### src/hdl/char_lcd_write_sequencer_assert.svh
// Assertion macros for the character LCD write sequencer.
`ifndef CHAR_LCD_WRITE_SEQUENCER_ASSERT_SVH
`define CHAR_LCD_WRITE_SEQUENCER_ASSERT_SVH

// Same-cycle implication, checked on every clock edge outside reset.
`define LCDWS_ASSERT_NOW(label, ante, cons, msg) \
	label: assert property (@(posedge clk) disable iff (!arst_n) (ante) |-> (cons)) \
		else $error(msg);

// Next-cycle implication.
`define LCDWS_ASSERT_NEXT(label, ante, cons, msg) \
	label: assert property (@(posedge clk) disable iff (!arst_n) (ante) |=> (cons)) \
		else $error(msg);

`endif

### src/hdl/lcdws_pkg.sv
// Shared types, codes and init tables for the character LCD write sequencer.
`timescale 1ns / 1ps

package lcdws_pkg;

	// request kinds
	localparam logic [2:0] ACT_DATA   = 3'd0;
	localparam logic [2:0] ACT_CMD    = 3'd1;
	localparam logic [2:0] ACT_CURSOR = 3'd2;
	localparam logic [2:0] ACT_NUMBER = 3'd3;
	localparam logic [2:0] ACT_INIT   = 3'd4;

	// interface mode
	localparam logic [1:0] MODE_NONE  = 2'd0;
	localparam logic [1:0] MODE_EIGHT = 2'd1;
	localparam logic [1:0] MODE_FOUR  = 2'd2;

	// cursor rows
	localparam logic [1:0] ROW_SECOND_BASE = 2'd0;
	localparam logic [1:0] ROW_FIRST_BASE  = 2'd1;

	// strobe byte source
	localparam logic [1:0] SRC_REQ   = 2'd0;
	localparam logic [1:0] SRC_DIGIT = 2'd1;
	localparam logic [1:0] SRC_INIT  = 2'd2;

	// part of the byte driven on the pins
	localparam logic [1:0] PART_FULL = 2'd0;
	localparam logic [1:0] PART_HI   = 2'd1;
	localparam logic [1:0] PART_LO   = 2'd2;

	localparam int BIN_W      = 32;
	localparam int BCD_DIGITS = 10;
	localparam int BCD_W      = 4 * BCD_DIGITS;
	localparam int CONV_CNT_W = $clog2(BIN_W);
	localparam int BYTE_W     = 8;
	localparam int WAIT_W     = 16;
	localparam int INIT_IDX_W = 4;

	localparam logic [7:0] SET_DDRAM  = 8'b1000_0000;
	localparam logic [7:0] ROW0_BASE  = 8'h40;
	localparam logic [7:0] ASCII_ZERO = 8'h30;
	localparam logic [7:0] HI_MASK    = 8'b1111_0000;

	localparam int POWER_UP_WAIT_US = 40000;
	localparam int WAIT_MAX         = 65535;
	localparam logic [WAIT_W-1:0] POWER_UP_WAIT =
		WAIT_W'((POWER_UP_WAIT_US > WAIT_MAX) ? WAIT_MAX : POWER_UP_WAIT_US);
	localparam logic [WAIT_W-1:0] SHORT_WAIT = 16'd100;
	localparam logic [WAIT_W-1:0] CLEAR_WAIT = 16'd2000;

	localparam logic [INIT_IDX_W-1:0] INIT8_LAST = 4'd3;
	localparam logic [INIT_IDX_W-1:0] INIT4_LAST = 4'd8;

	typedef struct packed {
		logic       load;
		logic       conv_step;
		logic       advance;
		logic       emit;
		logic [1:0] src;
		logic [1:0] part;
		logic       last;
	} lcdws_cmd_t;

	typedef struct packed {
		logic out_free;
		logic req_byte;
		logic req_num;
		logic req_init;
		logic four_bit;
		logic conv_last;
		logic digit_skip;
		logic digits_last;
		logic init_last;
	} lcdws_status_t;

	function automatic logic [BYTE_W-1:0] init_byte(input logic four,
		input logic [INIT_IDX_W-1:0] idx);
		logic [BYTE_W-1:0] b;
		b = '0;
		if (four) begin
			unique case (idx)
				4'd0, 4'd1: b = 8'h20;
				4'd2:       b = 8'h80;
				4'd4:       b = 8'hC0;
				4'd6:       b = 8'h10;
				4'd8:       b = 8'h60;
				default:    b = 8'h00;
			endcase
		end else begin
			unique case (idx)
				4'd0:    b = 8'h38;
				4'd1:    b = 8'h0C;
				4'd2:    b = 8'h01;
				4'd3:    b = 8'h06;
				default: b = 8'h00;
			endcase
		end
		return b;
	endfunction

	function automatic logic [WAIT_W-1:0] init_wait(input logic four,
		input logic [INIT_IDX_W-1:0] idx);
		logic [WAIT_W-1:0] w;
		w = '0;
		if (four) begin
			unique case (idx)
				4'd0:       w = POWER_UP_WAIT;
				4'd3, 4'd5: w = SHORT_WAIT;
				4'd7:       w = CLEAR_WAIT;
				default:    w = '0;
			endcase
		end else begin
			unique case (idx)
				4'd0:       w = POWER_UP_WAIT;
				4'd1, 4'd2: w = SHORT_WAIT;
				4'd3:       w = CLEAR_WAIT;
				default:    w = '0;
			endcase
		end
		return w;
	endfunction

endpackage

### src/hdl/lcdws_ctrl.sv
// Controller state machine: sequences requests into strobes.
`timescale 1ns / 1ps

module lcdws_ctrl (
	input  logic                     clk,
	input  logic                     arst_n,
	input  logic                     s_tvalid,
	output logic                     s_tready,
	input  lcdws_pkg::lcdws_status_t status,
	output lcdws_pkg::lcdws_cmd_t    cmd
);

	localparam logic [2:0] ST_IDLE    = 3'd0;
	localparam logic [2:0] ST_CONV    = 3'd1;
	localparam logic [2:0] ST_DIGIT   = 3'd2;
	localparam logic [2:0] ST_BYTE_HI = 3'd3;
	localparam logic [2:0] ST_BYTE_LO = 3'd4;
	localparam logic [2:0] ST_INIT    = 3'd5;

	logic [2:0] state_q, state_d;
	logic [1:0] src_q, src_d;
	logic       unit_last;

	// a request byte is a single unit; a number ends with its lowest digit
	assign unit_last = (src_q == lcdws_pkg::SRC_REQ) || status.digits_last;

	always_comb begin
		state_d  = state_q;
		src_d    = src_q;
		cmd      = '0;
		cmd.src  = src_q;
		cmd.part = lcdws_pkg::PART_FULL;
		s_tready = (state_q == ST_IDLE);
		unique case (state_q)
			ST_IDLE: begin
				if (s_tvalid) begin
					cmd.load = 1'b1;
					priority if (status.req_init) begin
						state_d = ST_INIT;
					end else if (status.req_num) begin
						state_d = ST_CONV;
						src_d   = lcdws_pkg::SRC_DIGIT;
					end else if (status.req_byte) begin
						state_d = ST_BYTE_HI;
						src_d   = lcdws_pkg::SRC_REQ;
					end else begin
						state_d = ST_IDLE;
					end
				end
			end
			ST_CONV: begin
				cmd.conv_step = 1'b1;
				if (status.conv_last) begin
					state_d = ST_DIGIT;
				end
			end
			ST_DIGIT: begin
				// drop leading zeros
				if (status.digit_skip) begin
					cmd.advance = 1'b1;
				end else begin
					state_d = ST_BYTE_HI;
				end
			end
			ST_BYTE_HI: begin
				if (status.out_free) begin
					cmd.emit = 1'b1;
					if (status.four_bit) begin
						cmd.part = lcdws_pkg::PART_HI;
						state_d  = ST_BYTE_LO;
					end else begin
						cmd.last = unit_last;
						if (unit_last) begin
							state_d = ST_IDLE;
						end else begin
							cmd.advance = 1'b1;
							state_d     = ST_DIGIT;
						end
					end
				end
			end
			ST_BYTE_LO: begin
				if (status.out_free) begin
					cmd.emit = 1'b1;
					cmd.part = lcdws_pkg::PART_LO;
					cmd.last = unit_last;
					if (unit_last) begin
						state_d = ST_IDLE;
					end else begin
						cmd.advance = 1'b1;
						state_d     = ST_DIGIT;
					end
				end
			end
			ST_INIT: begin
				cmd.src = lcdws_pkg::SRC_INIT;
				if (status.out_free) begin
					cmd.emit = 1'b1;
					cmd.last = status.init_last;
					if (status.init_last) begin
						state_d = ST_IDLE;
					end
				end
			end
			default: begin
				state_d = ST_IDLE;
			end
		endcase
	end

	always_ff @(posedge clk or negedge arst_n) begin
		if (!arst_n) begin
			state_q <= ST_IDLE;
			src_q   <= lcdws_pkg::SRC_REQ;
		end else begin
			state_q <= state_d;
			src_q   <= src_d;
		end
	end

endmodule

### src/hdl/lcdws_dp.sv
// Datapath: request latch, binary to decimal converter, byte select and output register.
`timescale 1ns / 1ps

module lcdws_dp #(
	parameter int MAX_DIGITS = 10
) (
	input  logic                            clk,
	input  logic                            arst_n,
	input  logic                            cfg_wr_en,
	input  logic                            cfg_wr_data,
	input  logic [2:0]                      action,
	input  logic [lcdws_pkg::BIN_W-1:0]     value,
	input  logic [5:0]                      column,
	input  logic [1:0]                      row,
	input  lcdws_pkg::lcdws_cmd_t           cmd,
	output lcdws_pkg::lcdws_status_t        status,
	output logic                            out_valid,
	input  logic                            out_ready,
	output logic                            register_select,
	output logic [lcdws_pkg::BYTE_W-1:0]    bus_value,
	output logic [lcdws_pkg::WAIT_W-1:0]    wait_before_us,
	output logic                            last
);

	localparam int CNT_W = $clog2(MAX_DIGITS + 1);
	localparam int DIG_W = 4 * MAX_DIGITS;

	logic                                four_bit_bus_q;
	logic [1:0]                          mode_q;
	logic [lcdws_pkg::BYTE_W-1:0]        byte_q;
	logic                                rs_q;
	logic [lcdws_pkg::BIN_W-1:0]         bin_q;
	logic [lcdws_pkg::BCD_W-1:0]         bcd_q, bcd_adj;
	logic [lcdws_pkg::CONV_CNT_W-1:0]    conv_cnt_q;
	logic [CNT_W-1:0]                    remain_q;
	logic                                started_q;
	logic [lcdws_pkg::INIT_IDX_W-1:0]    init_idx_q;
	logic                                out_valid_q;

	logic                                mode_active, four_mode, cursor_ok, ovf;
	logic [lcdws_pkg::BYTE_W-1:0]        cursor_byte, src_byte, pin_byte;
	logic [lcdws_pkg::WAIT_W-1:0]        src_wait;
	logic                                src_rs;
	logic [3:0]                          top_digit;

	assign mode_active = (mode_q == lcdws_pkg::MODE_EIGHT) || (mode_q == lcdws_pkg::MODE_FOUR);
	assign four_mode   = (mode_q == lcdws_pkg::MODE_FOUR);
	assign cursor_ok   = (action == lcdws_pkg::ACT_CURSOR) &&
		((row == lcdws_pkg::ROW_SECOND_BASE) || (row == lcdws_pkg::ROW_FIRST_BASE));
	assign cursor_byte = lcdws_pkg::SET_DDRAM +
		((row == lcdws_pkg::ROW_SECOND_BASE) ? lcdws_pkg::ROW0_BASE : 8'h00) +
		{2'b00, column};

	// most significant printable digit sits at a fixed nibble; digits beyond it flag overflow
	assign top_digit = bcd_q[DIG_W-1 -: 4];
	assign ovf       = (bcd_q >> DIG_W) != '0;

	always_comb begin
		status             = '0;
		status.out_free    = !out_valid_q || out_ready;
		status.req_byte    = mode_active && ((action == lcdws_pkg::ACT_DATA) ||
			(action == lcdws_pkg::ACT_CMD) || cursor_ok);
		status.req_num     = mode_active && (action == lcdws_pkg::ACT_NUMBER);
		status.req_init    = (action == lcdws_pkg::ACT_INIT);
		status.four_bit    = four_mode;
		status.conv_last   = conv_cnt_q == lcdws_pkg::CONV_CNT_W'(lcdws_pkg::BIN_W - 1);
		status.digits_last = remain_q == CNT_W'(1);
		status.digit_skip  = !started_q && (top_digit == 4'd0) && !status.digits_last && !ovf;
		status.init_last   = init_idx_q == (four_mode ? lcdws_pkg::INIT4_LAST :
			lcdws_pkg::INIT8_LAST);
	end

	// shift-and-add-3 correction on every decimal digit
	always_comb begin
		bcd_adj = bcd_q;
		for (int i = 0; i < lcdws_pkg::BCD_DIGITS; i++) begin
			if (bcd_q[4*i +: 4] >= 4'd5) begin
				bcd_adj[4*i +: 4] = bcd_q[4*i +: 4] + 4'd3;
			end
		end
	end

	always_comb begin
		unique case (cmd.src)
			lcdws_pkg::SRC_DIGIT: begin
				src_byte = lcdws_pkg::ASCII_ZERO + {4'b0000, top_digit};
				src_wait = '0;
				src_rs   = 1'b1;
			end
			lcdws_pkg::SRC_INIT: begin
				src_byte = lcdws_pkg::init_byte(four_mode, init_idx_q);
				src_wait = lcdws_pkg::init_wait(four_mode, init_idx_q);
				src_rs   = 1'b0;
			end
			default: begin
				src_byte = byte_q;
				src_wait = '0;
				src_rs   = rs_q;
			end
		endcase
		unique case (cmd.part)
			lcdws_pkg::PART_HI: pin_byte = src_byte & lcdws_pkg::HI_MASK;
			lcdws_pkg::PART_LO: pin_byte = {src_byte[3:0], 4'b0000};
			default:            pin_byte = src_byte;
		endcase
	end

	always_ff @(posedge clk or negedge arst_n) begin
		if (!arst_n) begin
			four_bit_bus_q <= 1'b0;
			mode_q         <= lcdws_pkg::MODE_NONE;
			conv_cnt_q     <= '0;
			remain_q       <= '0;
			started_q      <= 1'b0;
			init_idx_q     <= '0;
			out_valid_q    <= 1'b0;
		end else begin
			if (cfg_wr_en) begin
				four_bit_bus_q <= cfg_wr_data;
			end
			if (cmd.load) begin
				conv_cnt_q <= '0;
				remain_q   <= CNT_W'(MAX_DIGITS);
				started_q  <= 1'b0;
				init_idx_q <= '0;
				if (status.req_init) begin
					mode_q <= four_bit_bus_q ? lcdws_pkg::MODE_FOUR : lcdws_pkg::MODE_EIGHT;
				end
			end else begin
				if (cmd.conv_step) begin
					conv_cnt_q <= conv_cnt_q + 1'b1;
				end
				if (cmd.advance) begin
					remain_q <= remain_q - 1'b1;
				end
				if (cmd.emit && (cmd.src == lcdws_pkg::SRC_DIGIT)) begin
					started_q <= 1'b1;
				end
				if (cmd.emit && (cmd.src == lcdws_pkg::SRC_INIT)) begin
					init_idx_q <= init_idx_q + 1'b1;
				end
			end
			if (cmd.emit) begin
				out_valid_q <= 1'b1;
			end else if (out_ready) begin
				out_valid_q <= 1'b0;
			end
		end
	end

	always_ff @(posedge clk) begin
		if (cmd.load) begin
			byte_q <= (action == lcdws_pkg::ACT_CURSOR) ? cursor_byte : value[7:0];
			rs_q   <= (action == lcdws_pkg::ACT_DATA);
			bin_q  <= value;
			bcd_q  <= '0;
		end else if (cmd.conv_step) begin
			bcd_q <= {bcd_adj[lcdws_pkg::BCD_W-2:0], bin_q[lcdws_pkg::BIN_W-1]};
			bin_q <= {bin_q[lcdws_pkg::BIN_W-2:0], 1'b0};
		end else if (cmd.advance) begin
			bcd_q <= {bcd_q[lcdws_pkg::BCD_W-5:0], 4'b0000};
		end
		if (cmd.emit) begin
			register_select <= src_rs;
			bus_value       <= pin_byte;
			wait_before_us  <= src_wait;
			last            <= cmd.last;
		end
	end

	assign out_valid = out_valid_q;

endmodule

### src/hdl/char_lcd_write_sequencer.sv
// Top level of the character LCD write sequencer.
// Slave stream s_*: one request per handshake; s_tuser is the action code, s_tdata
// carries value, column and row. Master stream m_*: one enable strobe per
// handshake with register select on m_tuser, pin byte and wait on m_tdata and
// the final strobe of a request flagged on m_tlast. cfg_wr_en/cfg_wr_data set
// the bus width that the next init request selects; write it only while idle.
// A byte, command or cursor request goes from acceptance to ST_BYTE_HI, which
// registers its first strobe in the output register, then gives one strobe per
// cycle while the receiver does not stall. A number first runs through
// shift-and-add conversion, then a digit check before each digit drops leading
// zeros; each digit then passes ST_DIGIT and ST_BYTE_HI, plus ST_BYTE_LO on a
// 4-bit bus. Init gives 4 or 9 strobes, one per cycle while the receiver does
// not stall. A request occupies the block from acceptance until its last strobe
// is in the output register. A stalled receiver holds the output register and
// stops the sequencer at its next strobe.
// Reset clears the bus width, drops back to no initialised interface and
// empties the output register; requests other than init then give no strobes.
`timescale 1ns / 1ps
`include "char_lcd_write_sequencer_assert.svh"

module char_lcd_write_sequencer #(
	parameter int MAX_DIGITS = 10
) (
	input  logic        clk,
	input  logic        arst_n,
	input  logic        cfg_wr_en,
	input  logic        cfg_wr_data,
	input  logic        s_tvalid,
	output logic        s_tready,
	input  logic [39:0] s_tdata,   // value[31:0], column[37:32], row[39:38]
	input  logic [2:0]  s_tuser,   // action[2:0]
	output logic        m_tvalid,
	input  logic        m_tready,
	output logic [23:0] m_tdata,   // bus_value[7:0], wait_before_us[23:8]
	output logic        m_tuser,   // register_select[0]
	output logic        m_tlast
);

	lcdws_pkg::lcdws_cmd_t        cmd;
	lcdws_pkg::lcdws_status_t     status;
	logic [lcdws_pkg::BYTE_W-1:0] bus_value;
	logic [lcdws_pkg::WAIT_W-1:0] wait_before_us;

	lcdws_ctrl u_ctrl (
		.clk      (clk),
		.arst_n   (arst_n),
		.s_tvalid (s_tvalid),
		.s_tready (s_tready),
		.status   (status),
		.cmd      (cmd)
	);

	lcdws_dp #(
		.MAX_DIGITS (MAX_DIGITS)
	) u_dp (
		.clk             (clk),
		.arst_n          (arst_n),
		.cfg_wr_en       (cfg_wr_en),
		.cfg_wr_data     (cfg_wr_data),
		.action          (s_tuser),
		.value           (s_tdata[31:0]),
		.column          (s_tdata[37:32]),
		.row             (s_tdata[39:38]),
		.cmd             (cmd),
		.status          (status),
		.out_valid       (m_tvalid),
		.out_ready       (m_tready),
		.register_select (m_tuser),
		.bus_value       (bus_value),
		.wait_before_us  (wait_before_us),
		.last            (m_tlast)
	);

	assign m_tdata = {wait_before_us, bus_value};

	`LCDWS_ASSERT_NOW(a_emit_into_free, cmd.emit, status.out_free, "strobe overwrote a held result")
	`LCDWS_ASSERT_NOW(a_emit_while_busy, cmd.emit, !s_tready, "strobe issued while idle")
	`LCDWS_ASSERT_NEXT(a_init_busy, s_tvalid && s_tready && (s_tuser == lcdws_pkg::ACT_INIT), !s_tready, "init request did not occupy the block")

endmodule

### config.mk
export PLATFORM = sky130hd
export DESIGN_NAME = char_lcd_write_sequencer
export DESIGN_NICKNAME = d
export VERILOG_FILES = /design/src/hdl/lcdws_pkg.sv /design/src/hdl/lcdws_ctrl.sv /design/src/hdl/lcdws_dp.sv /design/src/hdl/char_lcd_write_sequencer.sv
export VERILOG_INCLUDE_DIRS = /design/src /design/src/hdl
export SDC_FILE = /design/constraint.sdc
export NUM_CORES = 1
export LEC_CHECK = 0
export ABC_AREA = 1
export BUFFER_PORTS_ARGS = -buffer_cell sky130_fd_sc_hd__buf_2
export CAP_MARGIN = 5
export CORE_UTILIZATION = 29
export DETAILED_ROUTE_END_ITERATION = 8
export PLACE_DENSITY = 0.44
export SLEW_MARGIN = 20
export SYNTH_ARGS = -nofsm -noshare
export SYNTH_HDL_FRONTEND = slang
export SYNTH_SLANG_ARGS = --single-unit
### constraint.sdc
create_clock -name clk -period 2.4 [get_ports clk]
set_input_delay 0.48 -clock clk [delete_from_list [all_inputs] [get_ports clk]]
set_output_delay 0.48 -clock clk [all_outputs]
set_load 0.02 [all_outputs]
==> metrics.txt, run 1 <==
met3 routed wirelength=583 um; Cell Int Power=6.51 mW; Post-Synth Simple-Gate Area=30.4%; Worst R2R End=u_dp.bus_value[4]; Worst VDD drop=0.743 mV; Core Region=23400 um2; fin crit share=84.9%; largest family of logic cells by synthesized area=simple AND/OR/NAND/NOR gates; Gate power share=44.0%; CP max FO=3; drt total wl=17300 um; most used cell, CP=inv_1; Fin Clk Skew=16.3 ps; post-synthesis register bit count=118; outcome=finished, final reports clean; # setup viols final=0; multiplexer area fraction after synthesis=0.163%; Port Buf Inserts=71; Vias=5949; Worst Hold Class=in -> async; crit path kind=reg -> reg; Clk pwr share=23.1%; Skew-Pair Late Insertion Delay=420 ps; Post-DRT Antenna Nets=0; vias in the first global route=5822; CP max stage cell=dfrtp_1; routed vias/inst=4.45; Cell Rows=56; Inserted Clock Buffers=17; xor/xnor share of the synthesized area=0.635%; power per cell area=1400 nW/um2; crit path capture type=flop; RR Startpoint=u_dp.mode_q[0]; Power, Total=11.5 mW; area of the mapped netlist=6890 um2; Routed met1 length=8670 um; synth unique cells=38; global route overflow=0; R2R depth=10; area of the die=24400 um2; final slew viol count=0; WP data arrival=2190 ps; Mapped Cells=936; post-CTS sizing=0; Met2 Wirelength=7820 um; CTS Buffer Depth=2; Place WS=359 ps; Post-CTS Setup Bufs=0; worst hold margin=66.1 ps; Reg clk slew, reported paths=60 ps; FMAX=491 MHz; CTS root buf=clkbuf_16; DR top layer=met4; detailed-route DRC error count=0; Die H=156 um; sequence of cells on the critical path=inv_1 > ha_1 > inv_1 > nor3_1 > inv_1 > ha_1 > nor2_1 > inv_1 > o211ai_1 > o21ai_0; area fraction in compound gates after synthesis=9.98%; final worst slack=362 ps; Leakage=3.78 nW; Sw Share=43.3%; R2R setup slack=360 ps; hold_buf cts=0; Setup TNS=0 ps; pin count of the biggest net entering global routing=64; top-area cell type share of the netlist area=24.4%; Worst Path Required=2560 ps; Nets=1084; Sw Pwr=4.98 mW; area grow syn2layout=19.2%; share of cells above drive strength 1=13.4%; endpoints failing hold=0; routed len/inst=12.9 um; CTS tree=done; biggest area consumer among synthesized cells=edfxtp_1; RSZ-0062 raised after global routing=no; slew margin rel.=52.0%; first-pass GRT wire length=29500 um; clock period minus worst slack=2040 ps; Avg Inst Size Synth=7.37 um2; CP peak stage delay=380 ps; Yosys Warn Count=0; Die Width=156 um; dpl hpwl=11700 um; CTS Sinks=118; initial core utilization=29.5%; 1st-iter DRT viols=252; GP Congestion=0.857; Synth Area in Adders=5.81%; H-tree levels=4; Tightest Pin Transition=719 ps; share of power burned in registers=32.9%; initial antenna violation count=1; Max-Cap Viols=0; Synth area leaders=edfxtp_1, nand2_1, dfxtp_1; post-synthesis sequential area ratio=44.0%; CP startpoint kind=flop; DRT Pass-1 Iters=4; IO Pins=77; All-Layer GR Usage=15.2%
## cell type report
cell class | instances | area [um2]
fillers | 2541 | 15200
multi-input cells | 679 | 3270
flip-flops and latches | 118 | 3030
repair buffers | 89 | 541
clock buffers | 17 | 425
well taps | 319 | 399
inverters | 98 | 368
clock inverters | 15 | 181
diodes | 1 | 2.50
## layout by cell type, fill, tap and decap left out, drive strengths merged
cell,netlist,final
o22ai,6,6
nand4,32,32
mux2,1,1
nor2,89,89
o21ai,56,56
dfxtp,40,40
nor3,14,14
diode,0,1
edfxtp,56,56
buf,36,89
clkbuf,9,17
a21oi,52,52
conb,1,5
bufinv,0,2
o21bai,1,1
dfrtp,22,22
o31ai,1,1
o21a,1,1
xor2,5,5
ha,32,32
or2,2,2
clkinvlp,0,2
and2,1,1
a31oi,5,5
o211ai,6,6
nand3b,2,2
clkinv,2,2
nand3,41,41
a21boi,1,1
nand2,326,326
inv,96,107
## cells in the mapped netlist, drive strengths merged
library cell	count
o21bai	1
clkbuf	9
o21ai	56
xor2	5
and2	1
nor3	14
o22ai	6
mux2	1
a21boi	1
nor2	89
buf	36
a21oi	52
clkinv	2
nand2	326
edfxtp	56
or2	2
nand4	32
o21a	1
conb	1
inv	96
nand3b	2
dfrtp	22
nand3	41
ha	32
o211ai	6
dfxtp	40
a31oi	5
o31ai	1
## per-layer routing
layer	vias up	track usage, %
met2	97	24.5
li1	3175	-
met4	0	4.58
met1	2660	20.2
met3	17	3.42
met5	-	0
## per-stage QoR
stage | util, % | cell area (um2) | instances
6_report | 35.1 | 8220 | 1336
3_5_place_dp | 32.5 | 7610 | 1303
2_1_floorplan | - | 6910 | 940
3_3_place_gp | 32.5 | 7610 | 1303
4_1_cts | 35.1 | 8210 | 1335
5_1_grt | 35.1 | 8210 | 1335
## kinds of logic (layout without fill, tap and decap cells)
logic type,Yosys count,count (layout)
and+or+nand+nor,507,507
buffers and inverters,143,219
AOI/OAI and AO/OA,129,129
DFF,118,118
adders and majority gates,32,32
xor gates and xnor gates,5,5
other,1,6
muxes,1,1
## worst max-delay path: cells and delay by family (launching register included)
family          cells  cell delay [ps]
fa+ha+maj           2              510
simple gates        2              390
flops               1              380
buf+inv             4              280
compound gates      2              220
## how the worst max path moves through the flow
stage	from	endpoint	cells after the start
after floorplan	u_ctrl.state_q[1]	u_dp.bin_q[0]	6
after global placement	u_dp.mode_q[0]	u_dp.bus_value[4]	10
after detailed placement	u_dp.mode_q[0]	u_dp.bus_value[4]	10
after CTS	u_dp.mode_q[0]	u_dp.bus_value[4]	10
after global routing	u_dp.mode_q[0]	u_dp.bus_value[4]	10
final	u_dp.mode_q[0]	u_dp.bus_value[4]	10
## power by group through the flow
stage | clock [mW] | combinational, mW | sequential (mW)
floorplan | 0 | 3.73 | 3.77
global placement | 0 | 5.11 | 3.81
detailed placement | 0 | 5.11 | 3.82
CTS | 2.73 | 5.15 | 3.78
global route | 2.82 | 5.89 | 3.90
finish | 2.66 | 5.05 | 3.78
## state kept, by name (all words and copies together), names as in the netlist, 3 cells and up
name                 cells
u_ctrl.state_q           3
u_dp.bcd_q              40
u_dp.bin_q              32
u_dp.bus_value           8
u_dp.byte_q              8
u_dp.conv_cnt_q          5
u_dp.init_idx_q          4
u_dp.remain_q            4
u_dp.wait_before_us      5
(Power assumes the default switching activity.)
==> inputs of run 2 (changes only) <==
==> constraint.sdc (replaced) <==
create_clock -name clk -period 1.7 [get_ports clk]
set_input_delay 0.34 -clock clk [delete_from_list [all_inputs] [get_ports clk]]
set_output_delay 0.34 -clock clk [all_outputs]
set_load 0.02 [all_outputs]
==> metrics.txt, run 2 (synthesis gave the netlist of run 1 again) <==
IO Pins=77; DRT Pass-1 Iters=4; initial core utilization=29.5%; Cell Rows=56; Largest register FFs=40; Placed Area=8000 um2; GP Congestion=0.843; routed vias/inst=4.49; commonest non-fill, non-tap cells in the layout=nand2_1, inv_1, nor2_1, buf_2, edfxtp_1; Cell Int Power=10.9 mW; Inserted Clock Buffers=17; commonest non-fill, non-tap cell in the layout=nand2_1; Core Region=23400 um2; CTS Sinks=118; dpl hpwl=12000 um; # fillers=2461; CTS tree=done; crit path capture type=flop; met3 routed wirelength=530 um; Post-DRT Antenna Nets=0; All-Layer GR Usage=14.8%; Skew-Pair Late Insertion Delay=430 ps; Place WS=-74.4 ps; crit path kind=reg -> reg; WP data arrival=2090 ps; share of cells above drive strength 1=26.8%; 1st-iter DRT viols=323; # setup viols final=14; failing checks=setup timing; Gate power share=52.1%; Routed met1 length=9040 um; DR top layer=met4; Worst VDD drop=0.741 mV; outcome=finished with violations; Die Width=156 um; Crit path buffers/inverters=2; Sw Share=42.7%; diode count=0; global route overflow=0; pin count of the biggest net entering global routing=64; Clk pwr share=19.9%; RSZ-0062 raised after global routing=yes; final slew viol count=0; most used cell, CP=nand3_4; area of the die=24400 um2; Leakage=4.25 nW; Nets=1139; sequence of cells on the critical path=nor2_4 > nand2_2 > buf_6 > o21ai_4 > nand3_4 > nand3_4 > clkbuf_16 > nand2_1 > a21oi_1; Vias=6248; Worst Path Required=2050 ps; utilization after layout=39.8%; slew margin rel.=63.5%; Die H=156 um; initial antenna violation count=0; vias in the first global route=5789; CP max FO=8; Largest regs=u_dp.bcd_q (40), u_dp.bin_q (32); Reg clk slew, reported paths=60 ps; power per cell area=2040 nW/um2; drt total wl=18300 um; Met2 Wirelength=8570 um; cell family with most CP delay=simple AND/OR/NAND/NOR gates; Fin Clk Skew=9.73 ps; clock period minus worst slack=1740 ps; CP peak stage delay=460 ps; cell area after layout=9300 um2; CP startpoint kind=flop; Tightest Pin Transition=548 ps; H-tree levels=4; Max-Cap Viols=0; largest register by flop count=u_dp.bcd_q; fin crit share=103%; detailed-route DRC error count=0; Sw Pwr=8.11 mW; FMAX=573 MHz; first-pass GRT wire length=28600 um; CTS root buf=clkbuf_16; routed len/inst=13.2 um; CTS Buffer Depth=2; Port Buf Inserts=71; Worst Hold Class=in -> reg; final worst slack=-44.6 ps; endpoints failing hold=0; CP max stage cell=dfrtp_2; area grow syn2layout=35.0%; Power, Total=19.0 mW; share of power burned in registers=28.0%
## run 2: changes by cell type in the layout (fill, tap and decap cells not counted), sizes merged
cell and change:
buf +48, clkbuf +6, clkinv +1, clkinvlp -2
diode -1, dlygate4sd3 +1, inv +1
## run 2: power by group through the flow
stage	clock network [mW]	logic (mW)	registers, mW
2_1_floorplan	0	5.36	5.31
3_3_place_gp	0	8.03	5.32
3_5_place_dp	0	8.01	5.33
4_1_cts	3.86	8.20	5.28
5_1_grt	3.99	11.1	5.46
6_report	3.77	9.89	5.31
## run 2: through the flow
step / TNS (ps) / std cells / hold WS, ps
after floorplan: -8.93 / 940 / 44.4
after global placement: -84.0 / 1336 / 360
after detailed placement: -280 / 1336 / 366
after CTS: -25.5 / 1373 / 141
after global routing: -6080 / 1390 / 136
final: -131 / 1390 / 154
## run 2: path summary, 6_finish.rpt
| path | startpoint | to | slack, ps | cells past startpoint |
|---|---|---|---|---|
| min in group asynchronous | arst_n | u_dp.init_idx_q[1] | 430 | 2 |
| max | u_ctrl.state_q[1] | u_dp.bcd_q[37] | -40 | 9 |
| min reg2reg | u_dp.four_bit_bus_q | u_dp.mode_q[1] | 500 | 2 |
| max in group asynchronous | arst_n | u_ctrl.state_q[0] | 860 | 2 |
| max reg2reg | u_ctrl.state_q[1] | u_dp.bcd_q[37] | -40 | 9 |
| min | cfg_wr_data | u_dp.four_bit_bus_q | 150 | 2 |
## run 2: cell type report
| cell class | instances | area [um2] | area share [%] |
|---|---|---|---|
| clock inverter | 15 | 183 | 1.96 |
| multi-input combinational | 679 | 3680 | 39.6 |
| clock buffer | 17 | 425 | 4.57 |
| sequential | 118 | 3040 | 32.6 |
| timing repair buffer | 144 | 1200 | 12.9 |
| tap | 319 | 399 | 4.29 |
| inverter | 98 | 378 | 4.06 |
## run 2: repair_timing
action / CTS / global route
pin swaps: 5 / 30
hold buffers: 1 / 0
endpoints found under the hold margin: 22 / 0
cloned: 0 / 9
endpoints found under the setup margin: 8 / 117
setup buffers: 5 / 8
resized for setup: 15 / 115
## run 2: worst register-to-register path: cells and delay by family (launching register included)
family | cells | cell delay, ps
AO/OA/AOI/OAI | 2 | 200
buffers and inverters | 2 | 350
flip-flops | 1 | 460
AND/OR/NAND/NOR | 5 | 650
## run 2: layer usage
| layer | up-vias | global-route usage (%) |
|---|---|---|
| li1 | 3298 | - |
| met1 | 2857 | 19.8 |
| met2 | 83 | 23.7 |
| met3 | 10 | 3.47 |
| met4 | 0 | 4.53 |
| met5 | - | 0 |
